--- src/sv/ssf_pkg.sv ---
// ----------------------------------------------------------------------------
// ssf_pkg: stick snapback filter shared definitions
// Field widths, configuration register map, reset values and helpers.
// ----------------------------------------------------------------------------
package ssf_pkg;

  localparam int CFG_IDX_W  = 3;
  localparam int CFG_DATA_W = 20;
  localparam int TIME_W     = 32;
  localparam int POS_W      = 14;
  localparam int OFF_W      = 15;
  localparam int DIST_W     = 14;
  localparam int CNT_W      = 8;
  localparam int DCFG_W     = 13;
  localparam int US_W       = 20;

  localparam logic [1:0] FALL_RUN_LIMIT = 2'd3;

  typedef enum logic [CFG_IDX_W-1:0] {
    CFG_CENTER,
    CFG_STICK_RANGE,
    CFG_SNAPBACK_DIST,
    CFG_CROSSING_DIST,
    CFG_CENTERED_DIST,
    CFG_WAVE_DURATION,
    CFG_WAVE_BUFFER,
    CFG_ELIG_TIMEOUT
  } cfg_idx_t;

  typedef struct packed {
    logic [CNT_W-1:0]  center;
    logic [CNT_W-1:0]  stick_range;
    logic [DCFG_W-1:0] snap_thresh;
    logic [DCFG_W-1:0] cross_limit;
    logic [DCFG_W-1:0] fall_floor;
    logic [US_W-1:0]   wave_duration_us;
    logic [US_W-1:0]   wave_buffer_us;
    logic [US_W-1:0]   eligibility_timeout_us;
  } cfg_t;

  localparam cfg_t CFG_RESET = '{
    center:                 8'd128,
    stick_range:            8'd100,
    snap_thresh:            13'd1120,
    cross_limit:            13'd480,
    fall_floor:             13'd48,
    wave_duration_us:       20'd50000,
    wave_buffer_us:         20'd2000,
    eligibility_timeout_us: 20'd100000
  };

  typedef struct packed {
    logic [CNT_W-1:0] counts;
    logic             held;
  } axis_res_t;

  function automatic logic [DIST_W-1:0] offset_mag(input logic signed [OFF_W-1:0] v);
    logic signed [OFF_W-1:0] n;
    n = -v;
    return v[OFF_W-1] ? n[DIST_W-1:0] : v[DIST_W-1:0];
  endfunction

endpackage

--- src/sv/ssf_in_if.sv ---
// ----------------------------------------------------------------------------
// ssf_in_if: stick sample channel
// Valid/ready channel carrying one two-axis stick sample per beat.
// ----------------------------------------------------------------------------
interface ssf_in_if;
  import ssf_pkg::*;

  logic                     valid;
  logic                     ready;
  logic                     fresh;
  logic signed [POS_W-1:0]  norm_x;
  logic signed [POS_W-1:0]  norm_y;
  logic [TIME_W-1:0]        time_us;

  modport source (output valid, fresh, norm_x, norm_y, time_us, input ready);
  modport sink   (input valid, fresh, norm_x, norm_y, time_us, output ready);
endinterface

--- src/sv/ssf_out_if.sv ---
// ----------------------------------------------------------------------------
// ssf_out_if: filtered stick result channel
// Valid/ready channel carrying one filtered two-axis result per beat.
// ----------------------------------------------------------------------------
interface ssf_out_if;
  import ssf_pkg::*;

  logic             valid;
  logic             ready;
  logic [CNT_W-1:0] out_x;
  logic [CNT_W-1:0] out_y;
  logic             x_held;
  logic             y_held;

  modport source (output valid, out_x, out_y, x_held, y_held, input ready);
  modport sink   (input valid, out_x, out_y, x_held, y_held, output ready);
endinterface

--- src/sv/ssf_axis.sv ---
// ----------------------------------------------------------------------------
// ssf_axis: per-axis snapback state and output conversion
// Eligibility, center-crossing hold, falling detection and count clamping
// for one axis. State advances on upd; res shows the post-update values.
// ----------------------------------------------------------------------------
module ssf_axis (
  input  logic                             clk,
  input  logic                             rst_n,
  input  logic                             upd,
  input  ssf_pkg::cfg_t                    cfg,
  input  logic signed [ssf_pkg::POS_W-1:0] pos,
  input  logic signed [ssf_pkg::OFF_W-1:0] off,
  input  logic [ssf_pkg::DIST_W-1:0]       own_dist,
  input  logic [ssf_pkg::DIST_W-1:0]       other_dist,
  input  logic [ssf_pkg::TIME_W-1:0]       now,
  output ssf_pkg::axis_res_t               res
);
  import ssf_pkg::*;

  logic                    elig_r, elig_nxt;
  logic [TIME_W-1:0]       etime_r, etime_nxt;
  logic                    etime_set_r, etime_set_nxt;
  logic                    hold_r, hold_nxt;
  logic                    fall_r, fall_nxt;
  logic [1:0]              run_r, run_nxt;
  logic [TIME_W-1:0]       wstart_r, wstart_nxt;
  logic [TIME_W-1:0]       wend_r, wend_nxt;
  logic signed [OFF_W-1:0] last_off_r, last_off_nxt;
  logic [CNT_W-1:0]        last_out_r, last_out_nxt;

  logic [TIME_W-1:0] d_elig, d_wend, elapsed, wend_fall;
  logic [DIST_W-1:0] last_dist;
  logic              crossed, falling_smp;
  logic [1:0]        run_inc;

  logic signed [OFF_W-1:0] c16, lo, hi, v, vr, r;
  logic signed [9:0]       lo_c;
  logic [8:0]              hi_c;
  logic [CNT_W-1:0]        counts;

  assign d_elig      = now - etime_r;
  assign d_wend      = now - wend_r;
  assign elapsed     = now - wstart_r;
  assign wend_fall   = now + elapsed + {{(TIME_W-US_W){1'b0}}, cfg.wave_buffer_us};
  assign last_dist   = offset_mag(last_off_r);
  assign crossed     = (off[OFF_W-1] != last_off_r[OFF_W-1]) &&
                       (other_dist <= {1'b0, cfg.cross_limit});
  assign falling_smp = (own_dist <= last_dist) && (own_dist >= {1'b0, cfg.fall_floor});
  assign run_inc     = falling_smp ? run_r + 2'd1 : 2'd0;

  always_comb begin
    elig_nxt      = elig_r;
    etime_nxt     = etime_r;
    etime_set_nxt = etime_set_r;
    hold_nxt      = hold_r;
    fall_nxt      = fall_r;
    run_nxt       = run_r;
    wstart_nxt    = wstart_r;
    wend_nxt      = wend_r;
    last_off_nxt  = last_off_r;
    if (upd) begin
      if (own_dist >= {1'b0, cfg.snap_thresh}) begin
        elig_nxt      = 1'b1;
        etime_nxt     = now;
        etime_set_nxt = 1'b1;
      end else if (etime_set_r && !d_elig[TIME_W-1] &&
                   d_elig >= {{(TIME_W-US_W){1'b0}}, cfg.eligibility_timeout_us}) begin
        elig_nxt      = 1'b0;
        etime_set_nxt = 1'b0;
      end

      if (elig_nxt && crossed) begin
        fall_nxt   = 1'b0;
        run_nxt    = 2'd0;
        wstart_nxt = now;
        wend_nxt   = now + {{(TIME_W-US_W){1'b0}}, cfg.wave_duration_us};
        hold_nxt   = 1'b1;
        elig_nxt   = 1'b0;
      end else if (hold_r) begin
        if (!d_wend[TIME_W-1]) begin
          hold_nxt = 1'b0;
          elig_nxt = 1'b0;
        end else if (!fall_r) begin
          if (run_inc == FALL_RUN_LIMIT) begin
            fall_nxt = 1'b1;
            run_nxt  = 2'd0;
            wend_nxt = wend_fall;
          end else begin
            run_nxt = run_inc;
          end
        end
      end
      last_off_nxt = off;
    end
  end

  // clamp to center +/- range, round half up, saturate
  always_comb begin
    c16  = $signed({3'b000, cfg.center, 4'b0000});
    lo_c = $signed({2'b00, cfg.center}) - $signed({2'b00, cfg.stick_range});
    hi_c = {1'b0, cfg.center} + {1'b0, cfg.stick_range};
    lo   = $signed({lo_c[9], lo_c, 4'b0000});
    hi   = $signed({2'b00, hi_c, 4'b0000});
    v    = hold_nxt ? c16 : $signed({pos[POS_W-1], pos});
    if (v < lo) begin
      v = lo;
    end
    if (v > hi) begin
      v = hi;
    end
    vr = v + 15'sd8;
    r  = vr >>> 4;
    if (r < 15'sd0) begin
      counts = '0;
    end else if (r > 15'sd255) begin
      counts = '1;
    end else begin
      counts = r[CNT_W-1:0];
    end
  end

  assign last_out_nxt = upd ? counts : last_out_r;
  assign res.counts   = last_out_nxt;
  assign res.held     = hold_nxt;

  always_ff @(posedge clk) begin
    if (!rst_n) begin
      elig_r      <= 1'b0;
      etime_r     <= '0;
      etime_set_r <= 1'b0;
      hold_r      <= 1'b0;
      fall_r      <= 1'b0;
      run_r       <= 2'd0;
      wstart_r    <= '0;
      wend_r      <= '0;
      last_off_r  <= '0;
      last_out_r  <= '0;
    end else begin
      elig_r      <= elig_nxt;
      etime_r     <= etime_nxt;
      etime_set_r <= etime_set_nxt;
      hold_r      <= hold_nxt;
      fall_r      <= fall_nxt;
      run_r       <= run_nxt;
      wstart_r    <= wstart_nxt;
      wend_r      <= wend_nxt;
      last_off_r  <= last_off_nxt;
      last_out_r  <= last_out_nxt;
    end
  end

endmodule

--- src/sv/stick_snapback_filter_top.sv ---
// ----------------------------------------------------------------------------
// stick_snapback_filter_top: two-axis stick snapback filter
//
// in_ch takes one stick sample per beat (fresh flag, Q10.4 x/y, microsecond
// timestamp). out_ch returns one result per sample: x/y in counts and a
// held flag per axis. A stale sample repeats the previous counts.
// cfg_we/cfg_idx/cfg_wdata write the eight settings; write only while idle.
//
// An input beat goes to the input register, then to the result register.
// Throughput: one sample per cycle while out_ch does not stall. The per-axis
// state update is combinational between the input register and the result
// register, so the next sample uses the state left by the previous one directly.
// A result waiting on a stalled out_ch does not block one more input beat;
// in_ch.ready drops only when both registers are full.
// Reset (synchronous, rst_n low) clears all axis state and both valid flags
// and loads the default settings.
// ----------------------------------------------------------------------------
module stick_snapback_filter_top (
  input  logic                            clk,
  input  logic                            rst_n,
  input  logic                            cfg_we,
  input  logic [ssf_pkg::CFG_IDX_W-1:0]   cfg_idx,
  input  logic [ssf_pkg::CFG_DATA_W-1:0]  cfg_wdata,
  ssf_in_if.sink                          in_ch,
  ssf_out_if.source                       out_ch
);
  import ssf_pkg::*;

  cfg_t cfg_r;

  logic                    s1_valid_r;
  logic                    s1_fresh_r;
  logic signed [POS_W-1:0] s1_x_r, s1_y_r;
  logic [TIME_W-1:0]       s1_time_r;

  logic                    out_valid_r;
  axis_res_t               res_x_r, res_y_r;
  axis_res_t               res_x, res_y;

  logic                    in_acc, adv, upd;
  logic signed [OFF_W-1:0] off_x, off_y, c16;
  logic [DIST_W-1:0]       dist_x, dist_y;

  assign adv          = s1_valid_r && (!out_valid_r || out_ch.ready);
  assign in_ch.ready  = !s1_valid_r || adv;
  assign in_acc       = in_ch.valid && in_ch.ready;
  assign upd          = adv && s1_fresh_r;

  assign c16    = $signed({3'b000, cfg_r.center, 4'b0000});
  assign off_x  = $signed({s1_x_r[POS_W-1], s1_x_r}) - c16;
  assign off_y  = $signed({s1_y_r[POS_W-1], s1_y_r}) - c16;
  assign dist_x = offset_mag(off_x);
  assign dist_y = offset_mag(off_y);

  always_ff @(posedge clk) begin
    if (!rst_n) begin
      cfg_r <= CFG_RESET;
    end else if (cfg_we) begin
      case (cfg_idx_t'(cfg_idx))
        CFG_CENTER:        cfg_r.center                 <= cfg_wdata[CNT_W-1:0];
        CFG_STICK_RANGE:   cfg_r.stick_range            <= cfg_wdata[CNT_W-1:0];
        CFG_SNAPBACK_DIST: cfg_r.snap_thresh            <= cfg_wdata[DCFG_W-1:0];
        CFG_CROSSING_DIST: cfg_r.cross_limit            <= cfg_wdata[DCFG_W-1:0];
        CFG_CENTERED_DIST: cfg_r.fall_floor             <= cfg_wdata[DCFG_W-1:0];
        CFG_WAVE_DURATION: cfg_r.wave_duration_us       <= cfg_wdata[US_W-1:0];
        CFG_WAVE_BUFFER:   cfg_r.wave_buffer_us         <= cfg_wdata[US_W-1:0];
        CFG_ELIG_TIMEOUT:  cfg_r.eligibility_timeout_us <= cfg_wdata[US_W-1:0];
        default: ;
      endcase
    end
  end

  always_ff @(posedge clk) begin
    if (!rst_n) begin
      s1_valid_r <= 1'b0;
    end else if (in_acc) begin
      s1_valid_r <= 1'b1;
    end else if (adv) begin
      s1_valid_r <= 1'b0;
    end
  end

  always_ff @(posedge clk) begin
    if (in_acc) begin
      s1_fresh_r <= in_ch.fresh;
      s1_x_r     <= in_ch.norm_x;
      s1_y_r     <= in_ch.norm_y;
      s1_time_r  <= in_ch.time_us;
    end
  end

  ssf_axis u_axis_x (
    .clk        (clk),
    .rst_n      (rst_n),
    .upd        (upd),
    .cfg        (cfg_r),
    .pos        (s1_x_r),
    .off        (off_x),
    .own_dist   (dist_x),
    .other_dist (dist_y),
    .now        (s1_time_r),
    .res        (res_x)
  );

  ssf_axis u_axis_y (
    .clk        (clk),
    .rst_n      (rst_n),
    .upd        (upd),
    .cfg        (cfg_r),
    .pos        (s1_y_r),
    .off        (off_y),
    .own_dist   (dist_y),
    .other_dist (dist_x),
    .now        (s1_time_r),
    .res        (res_y)
  );

  always_ff @(posedge clk) begin
    if (!rst_n) begin
      out_valid_r <= 1'b0;
    end else if (adv) begin
      out_valid_r <= 1'b1;
    end else if (out_ch.ready) begin
      out_valid_r <= 1'b0;
    end
  end

  always_ff @(posedge clk) begin
    if (adv) begin
      res_x_r <= res_x;
      res_y_r <= res_y;
    end
  end

  assign out_ch.valid  = out_valid_r;
  assign out_ch.out_x  = res_x_r.counts;
  assign out_ch.out_y  = res_y_r.counts;
  assign out_ch.x_held = res_x_r.held;
  assign out_ch.y_held = res_y_r.held;

  // a held axis on a fresh beat reports exactly the center
  a_x_held_center: assert property (@(posedge clk) disable iff (!rst_n)
    upd |=> (!out_ch.x_held || out_ch.out_x == $past(cfg_r.center)))
    else $error("x held but not at center");

  a_y_held_center: assert property (@(posedge clk) disable iff (!rst_n)
    upd |=> (!out_ch.y_held || out_ch.out_y == $past(cfg_r.center)))
    else $error("y held but not at center");

  a_adv_fills_out: assert property (@(posedge clk) disable iff (!rst_n)
    adv |=> out_valid_r)
    else $error("result register not loaded after advance");

  a_out_from_s1: assert property (@(posedge clk) disable iff (!rst_n)
    $rose(out_valid_r) |-> $past(s1_valid_r))
    else $error("result appeared without a staged sample");

endmodule

--- src/flat_wrapper.sv ---
// flat-port wrapper written by rule: the top's interface ports become plain ports
module stick_snapback_filter_top_flat import ssf_pkg::*;
  (clk, rst_n, cfg_we, cfg_idx, cfg_wdata, in_ch_valid, in_ch_fresh, in_ch_norm_x, in_ch_norm_y, in_ch_time_us, in_ch_ready, out_ch_valid, out_ch_out_x, out_ch_out_y, out_ch_x_held, out_ch_y_held, out_ch_ready);
  ssf_in_if in_ch_i ();
  ssf_out_if out_ch_i ();
  input  logic clk;
  input  logic rst_n;
  input  logic cfg_we;
  input  logic [ssf_pkg::CFG_IDX_W-1:0] cfg_idx;
  input  logic [ssf_pkg::CFG_DATA_W-1:0] cfg_wdata;
  input wire logic [$bits(in_ch_i.valid)-1:0] in_ch_valid;
  input wire logic [$bits(in_ch_i.fresh)-1:0] in_ch_fresh;
  input wire logic [$bits(in_ch_i.norm_x)-1:0] in_ch_norm_x;
  input wire logic [$bits(in_ch_i.norm_y)-1:0] in_ch_norm_y;
  input wire logic [$bits(in_ch_i.time_us)-1:0] in_ch_time_us;
  output wire logic [$bits(in_ch_i.ready)-1:0] in_ch_ready;
  output wire logic [$bits(out_ch_i.valid)-1:0] out_ch_valid;
  output wire logic [$bits(out_ch_i.out_x)-1:0] out_ch_out_x;
  output wire logic [$bits(out_ch_i.out_y)-1:0] out_ch_out_y;
  output wire logic [$bits(out_ch_i.x_held)-1:0] out_ch_x_held;
  output wire logic [$bits(out_ch_i.y_held)-1:0] out_ch_y_held;
  input wire logic [$bits(out_ch_i.ready)-1:0] out_ch_ready;
  assign in_ch_i.valid = in_ch_valid;
  assign in_ch_i.fresh = in_ch_fresh;
  assign in_ch_i.norm_x = in_ch_norm_x;
  assign in_ch_i.norm_y = in_ch_norm_y;
  assign in_ch_i.time_us = in_ch_time_us;
  assign in_ch_ready = in_ch_i.ready;
  assign out_ch_valid = out_ch_i.valid;
  assign out_ch_out_x = out_ch_i.out_x;
  assign out_ch_out_y = out_ch_i.out_y;
  assign out_ch_x_held = out_ch_i.x_held;
  assign out_ch_y_held = out_ch_i.y_held;
  assign out_ch_i.ready = out_ch_ready;
  stick_snapback_filter_top u_core (.clk(clk), .rst_n(rst_n), .cfg_we(cfg_we), .cfg_idx(cfg_idx), .cfg_wdata(cfg_wdata), .in_ch(in_ch_i), .out_ch(out_ch_i));
endmodule
--- config.mk ---
export PLATFORM = sky130hd
export DESIGN_NAME = stick_snapback_filter_top_flat
export DESIGN_NICKNAME = d
export VERILOG_FILES = /design/src/sv/ssf_pkg.sv /design/src/sv/ssf_in_if.sv /design/src/sv/ssf_out_if.sv /design/src/sv/ssf_axis.sv /design/src/sv/stick_snapback_filter_top.sv /design/src/flat_wrapper.sv
export SDC_FILE = /design/constraint.sdc
export NUM_CORES = 2
export LEC_CHECK = 0
export ABC_AREA = 0
export BUFFER_PORTS_ARGS = -buffer_cell sky130_fd_sc_hd__buf_2
export CELL_PAD_IN_SITES_DETAIL_PLACEMENT = 2
export CELL_PAD_IN_SITES_GLOBAL_PLACEMENT = 2
export CORE_UTILIZATION = 30
export DETAILED_ROUTE_END_ITERATION = 16
export GPL_TIMING_DRIVEN = 0
export PLACE_DENSITY = 0.74
export RECOVER_POWER = 100
export SYNTH_ARGS = -nofsm -noshare
export SYNTH_HDL_FRONTEND = slang
export SYNTH_HIERARCHICAL = 1
export SYNTH_SLANG_ARGS = --single-unit
--- constraint.sdc ---
create_clock -name clk -period 12.1 [get_ports clk]
set_input_delay 1.815 -clock clk [delete_from_list [all_inputs] [get_ports clk]]
set_output_delay 1.815 -clock clk [all_outputs]
set_load 0.01 [all_outputs]
==> results.rst <==
.. list-table::
   :header-rows: 1

   * - Metric
     - Value
   * - Maximum frequency from static timing analysis
     - roughly 0.086 GHz
   * - Leakage power of the design
     - between 15 and 20 nW
   * - Global routing's busiest layer
     - met2
   * - Die Ht
     - around 350 um
   * - Number of enable flip-flop cells after synthesis
     - between 70 and 80
   * - Warnings, synthesis
     - 6
   * - Transition time at the pin with the least slew margin
     - 2540 ps
   * - Clock period minus worst slack
     - approximately 12000 ps
   * - Terminus of the critical flop-to-flop path
     - u_core/out_ch.out_x[7]
   * - CP max stage cell
     - a211o_1
   * - Die Span X
     - ~350 um
   * - Number of max-cap violations
     - 2
   * - Antenna violations before repair
     - 13
   * - Number of unique standard cell types used by synthesis
     - roughly 110
   * - Num rows
     - about 130
   * - Clock Skews
     - between 70 and 80 ps
   * - Remaining global-route overflow
     - 0
   * - CP startpoint kind
     - register
   * - Path length in cells of the critical path
     - 62
   * - Maximum net fanout on the critical path
     - 10
   * - Reg-to-Reg Start
     - u_core/s1_time_r[4]
   * - Post-Syn Nets
     - 5279
   * - Core Region
     - 124000 um2
   * - Clock latency at the later pin of the worst-skew pair
     - between 700 and 800 ps
   * - Global routing met3 resource utilization
     - 0.0206
   * - Data arrival time of the worst path
     - about 12000 ps
   * - Number of DRC violations after detailed-routing iteration 0
     - about 1400
   * - Worst reg-to-reg path cell count
     - between 60 and 70
   * - Top area cells in the synthesized netlist
     - dfxtp_1 (20%), ha_1 (16%), edfxtp_1 (6.4%), nand2_1 (6.3%), inv_1 (5.6%)
   * - Synth Flop Type
     - dfxtp_1
   * - Mean routed wirelength per cell
     - around 23 um
   * - Leading area contributor after synthesis
     - dfxtp_1
   * - Drt total wl
     - roughly 150 mm
   * - Met2 Use GR
     - 0.423
   * - Critical path type
     - reg -> reg
   * - Antenna viol nets, final
     - 0
   * - Slew HR
     - -0.691
   * - Hold Crit Depth
     - 2
   * - Fraction of registers with async set/reset
     - 0
   * - Ports placed on the boundary
     - ~110
   * - Peak per-stage delay on the critical path
     - 400 ps
   * - Fraction of the yosys area taken by sequential cells
     - 0.260
   * - Worst setup path startpoint
     - u_core/s1_time_r[4]
   * - Detail Placement HPWL
     - approximately 120 mm
   * - Clock tree buffer depth
     - 3
   * - Clock tree from TritonCTS
     - built
   * - Slack of the worst reg-to-reg path
     - a little under 500 ps
   * - Endpoint class of the critical path
     - register
   * - Syn Std Cell Area
     - about 37000 um2
   * - Starting density of the core
     - 0.302
   * - Required @ worst endpoint
     - between 10000 and 15000 ps
   * - Area growth syn-to-layout
     - 15.2%
   * - Endpoint of the worst hold path
     - u_core/u_axis_y/wend_r[24]
   * - Final setup violation count
     - 0
   * - Residual DRC count
     - 0
   * - Number of slew-limit violations in the final report
     - 64
   * - Pin count of the biggest net entering global routing
     - 33
   * - Met1 Resource Use GR
     - 0.294
   * - Cell count after synthesis
     - 4660
   * - Global-route wire length before repair
     - 228 mm
   * - Pre-Repair DR Iteration Count
     - 8
   * - Final hold viol count
     - 0
   * - CTS H-tree lvls
     - 2
   * - Post-placement cell count
     - roughly 6400
   * - Via count of the first global-routing pass
     - 37976
   * - Post-route insts no fill
     - between 6000 and 7000
   * - Total of buffers placed on input and output ports
     - 98
   * - Routed vias/inst
     - between 5 and 6
   * - Max rail drop VDD
     - between 0.0001 and 0.00015 V
   * - Total buffers and inverters traversed by the critical path
     - 7
   * - Total number of vias
     - 34913
   * - Inserted Clock Buffers
     - 58
   * - Mean post-synth cell area
     - 8.02 um2
   * - Buffer type at the clock tree root
     - clkbuf_16
   * - Power density over the cells
     - approximately 120 nW/um2
   * - Status
     - finished, violations left
   * - Area fraction of the dominant cell type after synthesis
     - 0.197
   * - Violated checks
     - max-capacitance violations, max-slew violations
   * - All-layer global routing usage
     - 0.235
   * - Clock Sinks
     - approximately 450
   * - Clock edge transition at the registers on the reported setup and hold paths
     - 60 ps
   * - Worst-case hold slack
     - roughly 460 ps
   * - Period utilization
     - 0.960
   * - Routability cong.
     - 0.893
   * - Post-layout util
     - 0.348
   * - Kind of path behind the tightest hold check
     - reg -> reg
   * - Final-stage net count
     - ~5500
   * - Seq cells post-synth
     - around 450
   * - Overall die area
     - around 130000 um2
   * - Hold Crit Start
     - u_core/u_axis_y/wend_r[24]
   * - Proportion of layout cells with a drive suffix above 1
     - 0.0898
   * - Kind of cell adding the most delay to the critical path
     - compound AO/OA/AOI/OAI gates
registers in the layout, summed over array words and instances, names as in the netlist, 2 cells and up:
| register | cells |
|---|---|
| u_core/c16 | 8 |
| u_core/cfg_r | 107 |
| u_core/out_ch.out_x | 8 |
| u_core/out_ch.out_y | 8 |
| u_core/s1_time_r | 32 |
| u_core/s1_x_r | 14 |
| u_core/s1_y_r | 14 |
| u_core/u_axis_x/etime_r | 32 |
| u_core/u_axis_x/last_off_r | 15 |
| u_core/u_axis_x/last_out_r | 8 |
| u_core/u_axis_x/run_r | 2 |
| u_core/u_axis_x/wend_r | 32 |
| u_core/u_axis_x/wstart_r | 32 |
| u_core/u_axis_y/etime_r | 32 |
| u_core/u_axis_y/last_off_r | 15 |
| u_core/u_axis_y/last_out_r | 8 |
| u_core/u_axis_y/run_r | 2 |
| u_core/u_axis_y/wend_r | 32 |
| u_core/u_axis_y/wstart_r | 32 |
worst reg2reg max path: cells and delay by family (launching register included):
kind	cells	cell delay [ps]
compound gates	29	5140
xor+xnor	2	250
mux	3	790
flops	1	360
simple gates	16	2150
buf+inv	7	1080
fa+ha+maj	5	1490
power breakdown:
part | switching (W) | internal, W
logic | 0.00107 | 0.000673
registers | 0.0000767 | 0.00157
clock network | 0.000770 | 0.000979
total | 0.00192 | 0.00322
synth_stat cells (14+ instances only):
library cell / n
edfxtp_1: 79
o21ai_0: 169
o21bai_1: 23
nor3_1: 52
dfxtp_1: 367
or2_2: 17
nand4_1: 58
inv_1: 560
xor2_1: 100
a31oi_1: 38
and4_1: 14
o21a_1: 52
o31ai_1: 29
nand3_1: 106
a21boi_0: 159
nor2b_1: 80
xnor2_1: 140
mux2i_1: 92
o211a_1: 30
ha_1: 480
or3_1: 27
a21oi_1: 318
and3_1: 32
and2_1: 27
nor2_1: 293
fa_1: 50
clkbuf_1: 135
a21o_1: 88
o211ai_1: 50
nand2_1: 630
a211oi_1: 43
a211o_1: 15
nand2b_1: 45
layout by cell type (no fill, tap or decap), types with 45 or more instances in the layout:
master	count
o21a_1	51
o21ai_0	156
ha_1	474
a21boi_0	158
edfxtp_1	79
nand3_1	106
clkbuf_16	58
a21o_1	88
o211ai_1	50
a21oi_1	305
xnor2_1	124
nor3_1	49
buf_2	75
buf_4	91
clkbuf_1	180
dfxtp_1	359
nor2_1	290
nor2b_1	80
nand2_1	627
nand4_1	58
mux2i_1	84
nand2b_1	45
xor2_1	96
inv_1	558
fa_1	49
cell type report:
| class | count | area [um2] |
|---|---|---|
| fillers | 14291 | 80600 |
| repair buffers | 180 | 1080 |
| inverters | 564 | 2130 |
| clock inverters | 19 | 165 |
| multi-input cells | 3482 | 25400 |
| diodes | 1 | 2.50 |
| well taps | 1637 | 2050 |
| clock buffers | 89 | 1720 |
| plain buffers | 166 | 758 |
| flip-flops and latches | 446 | 9750 |
routing by layer:
layer / share of wire / vias up
met5: 0 / -
met4: 0.036 / 0
met3: 0.027 / 233
met2: 0.49 / 480
met1: 0.45 / 17592
li1: - / 16608
through the flow:
stage / instance area (um2) / setup slack, ps / setup TNS, ps / power [W]
after floorplan: 37400 / 1130 / 0 / 0.00274
after global placement: 39900 / -3970 / -80290 / 0.00322
after detailed placement: 39900 / -2910 / -69980 / 0.00329
after CTS: 42500 / 3.00 / 0 / 0.00514
after global routing: 43000 / -95.8 / -1250 / 0.00541
final: 43000 / 489 / 0 / 0.00514
what timing repair did:
action | CTS | global route
setup endpoints to repair | 32 | 32
setup buffers | 37 | 41
pin swaps | 15 | 34
gates resized for setup | 81 | 73
cloned | 0 | 1
hold buffers | 0 | 0
worst max path at each step:
stage	slack (ps)	to
final	490	u_core/out_ch.out_x[7]
after floorplan	1130	u_core/out_ch.out_x[1]
after CTS	3	u_core/out_ch.out_x[2]
after global placement	-3970	u_core/out_ch.out_x[2]
after global routing	-100	u_core/u_axis_y/last_out_r[6]
after detailed placement	-2910	u_core/out_ch.out_x[2]
logic make-up (layout without fill, tap and decap cells):
kind of cell / Yosys count / count (layout) / share of synthesized area
mux: 102 / 102 / 0.0280
buf+inv: 732 / 1018 / 0.0761
simple gates: 1448 / 1448 / 0.181
fa+ha+maj: 530 / 530 / 0.188
xor+xnor: 241 / 241 / 0.0567
other cells: 0 / 1 / 0
compound gates: 1161 / 1161 / 0.210
flops: 446 / 446 / 0.260
Power figures use the tool's default switching activity.
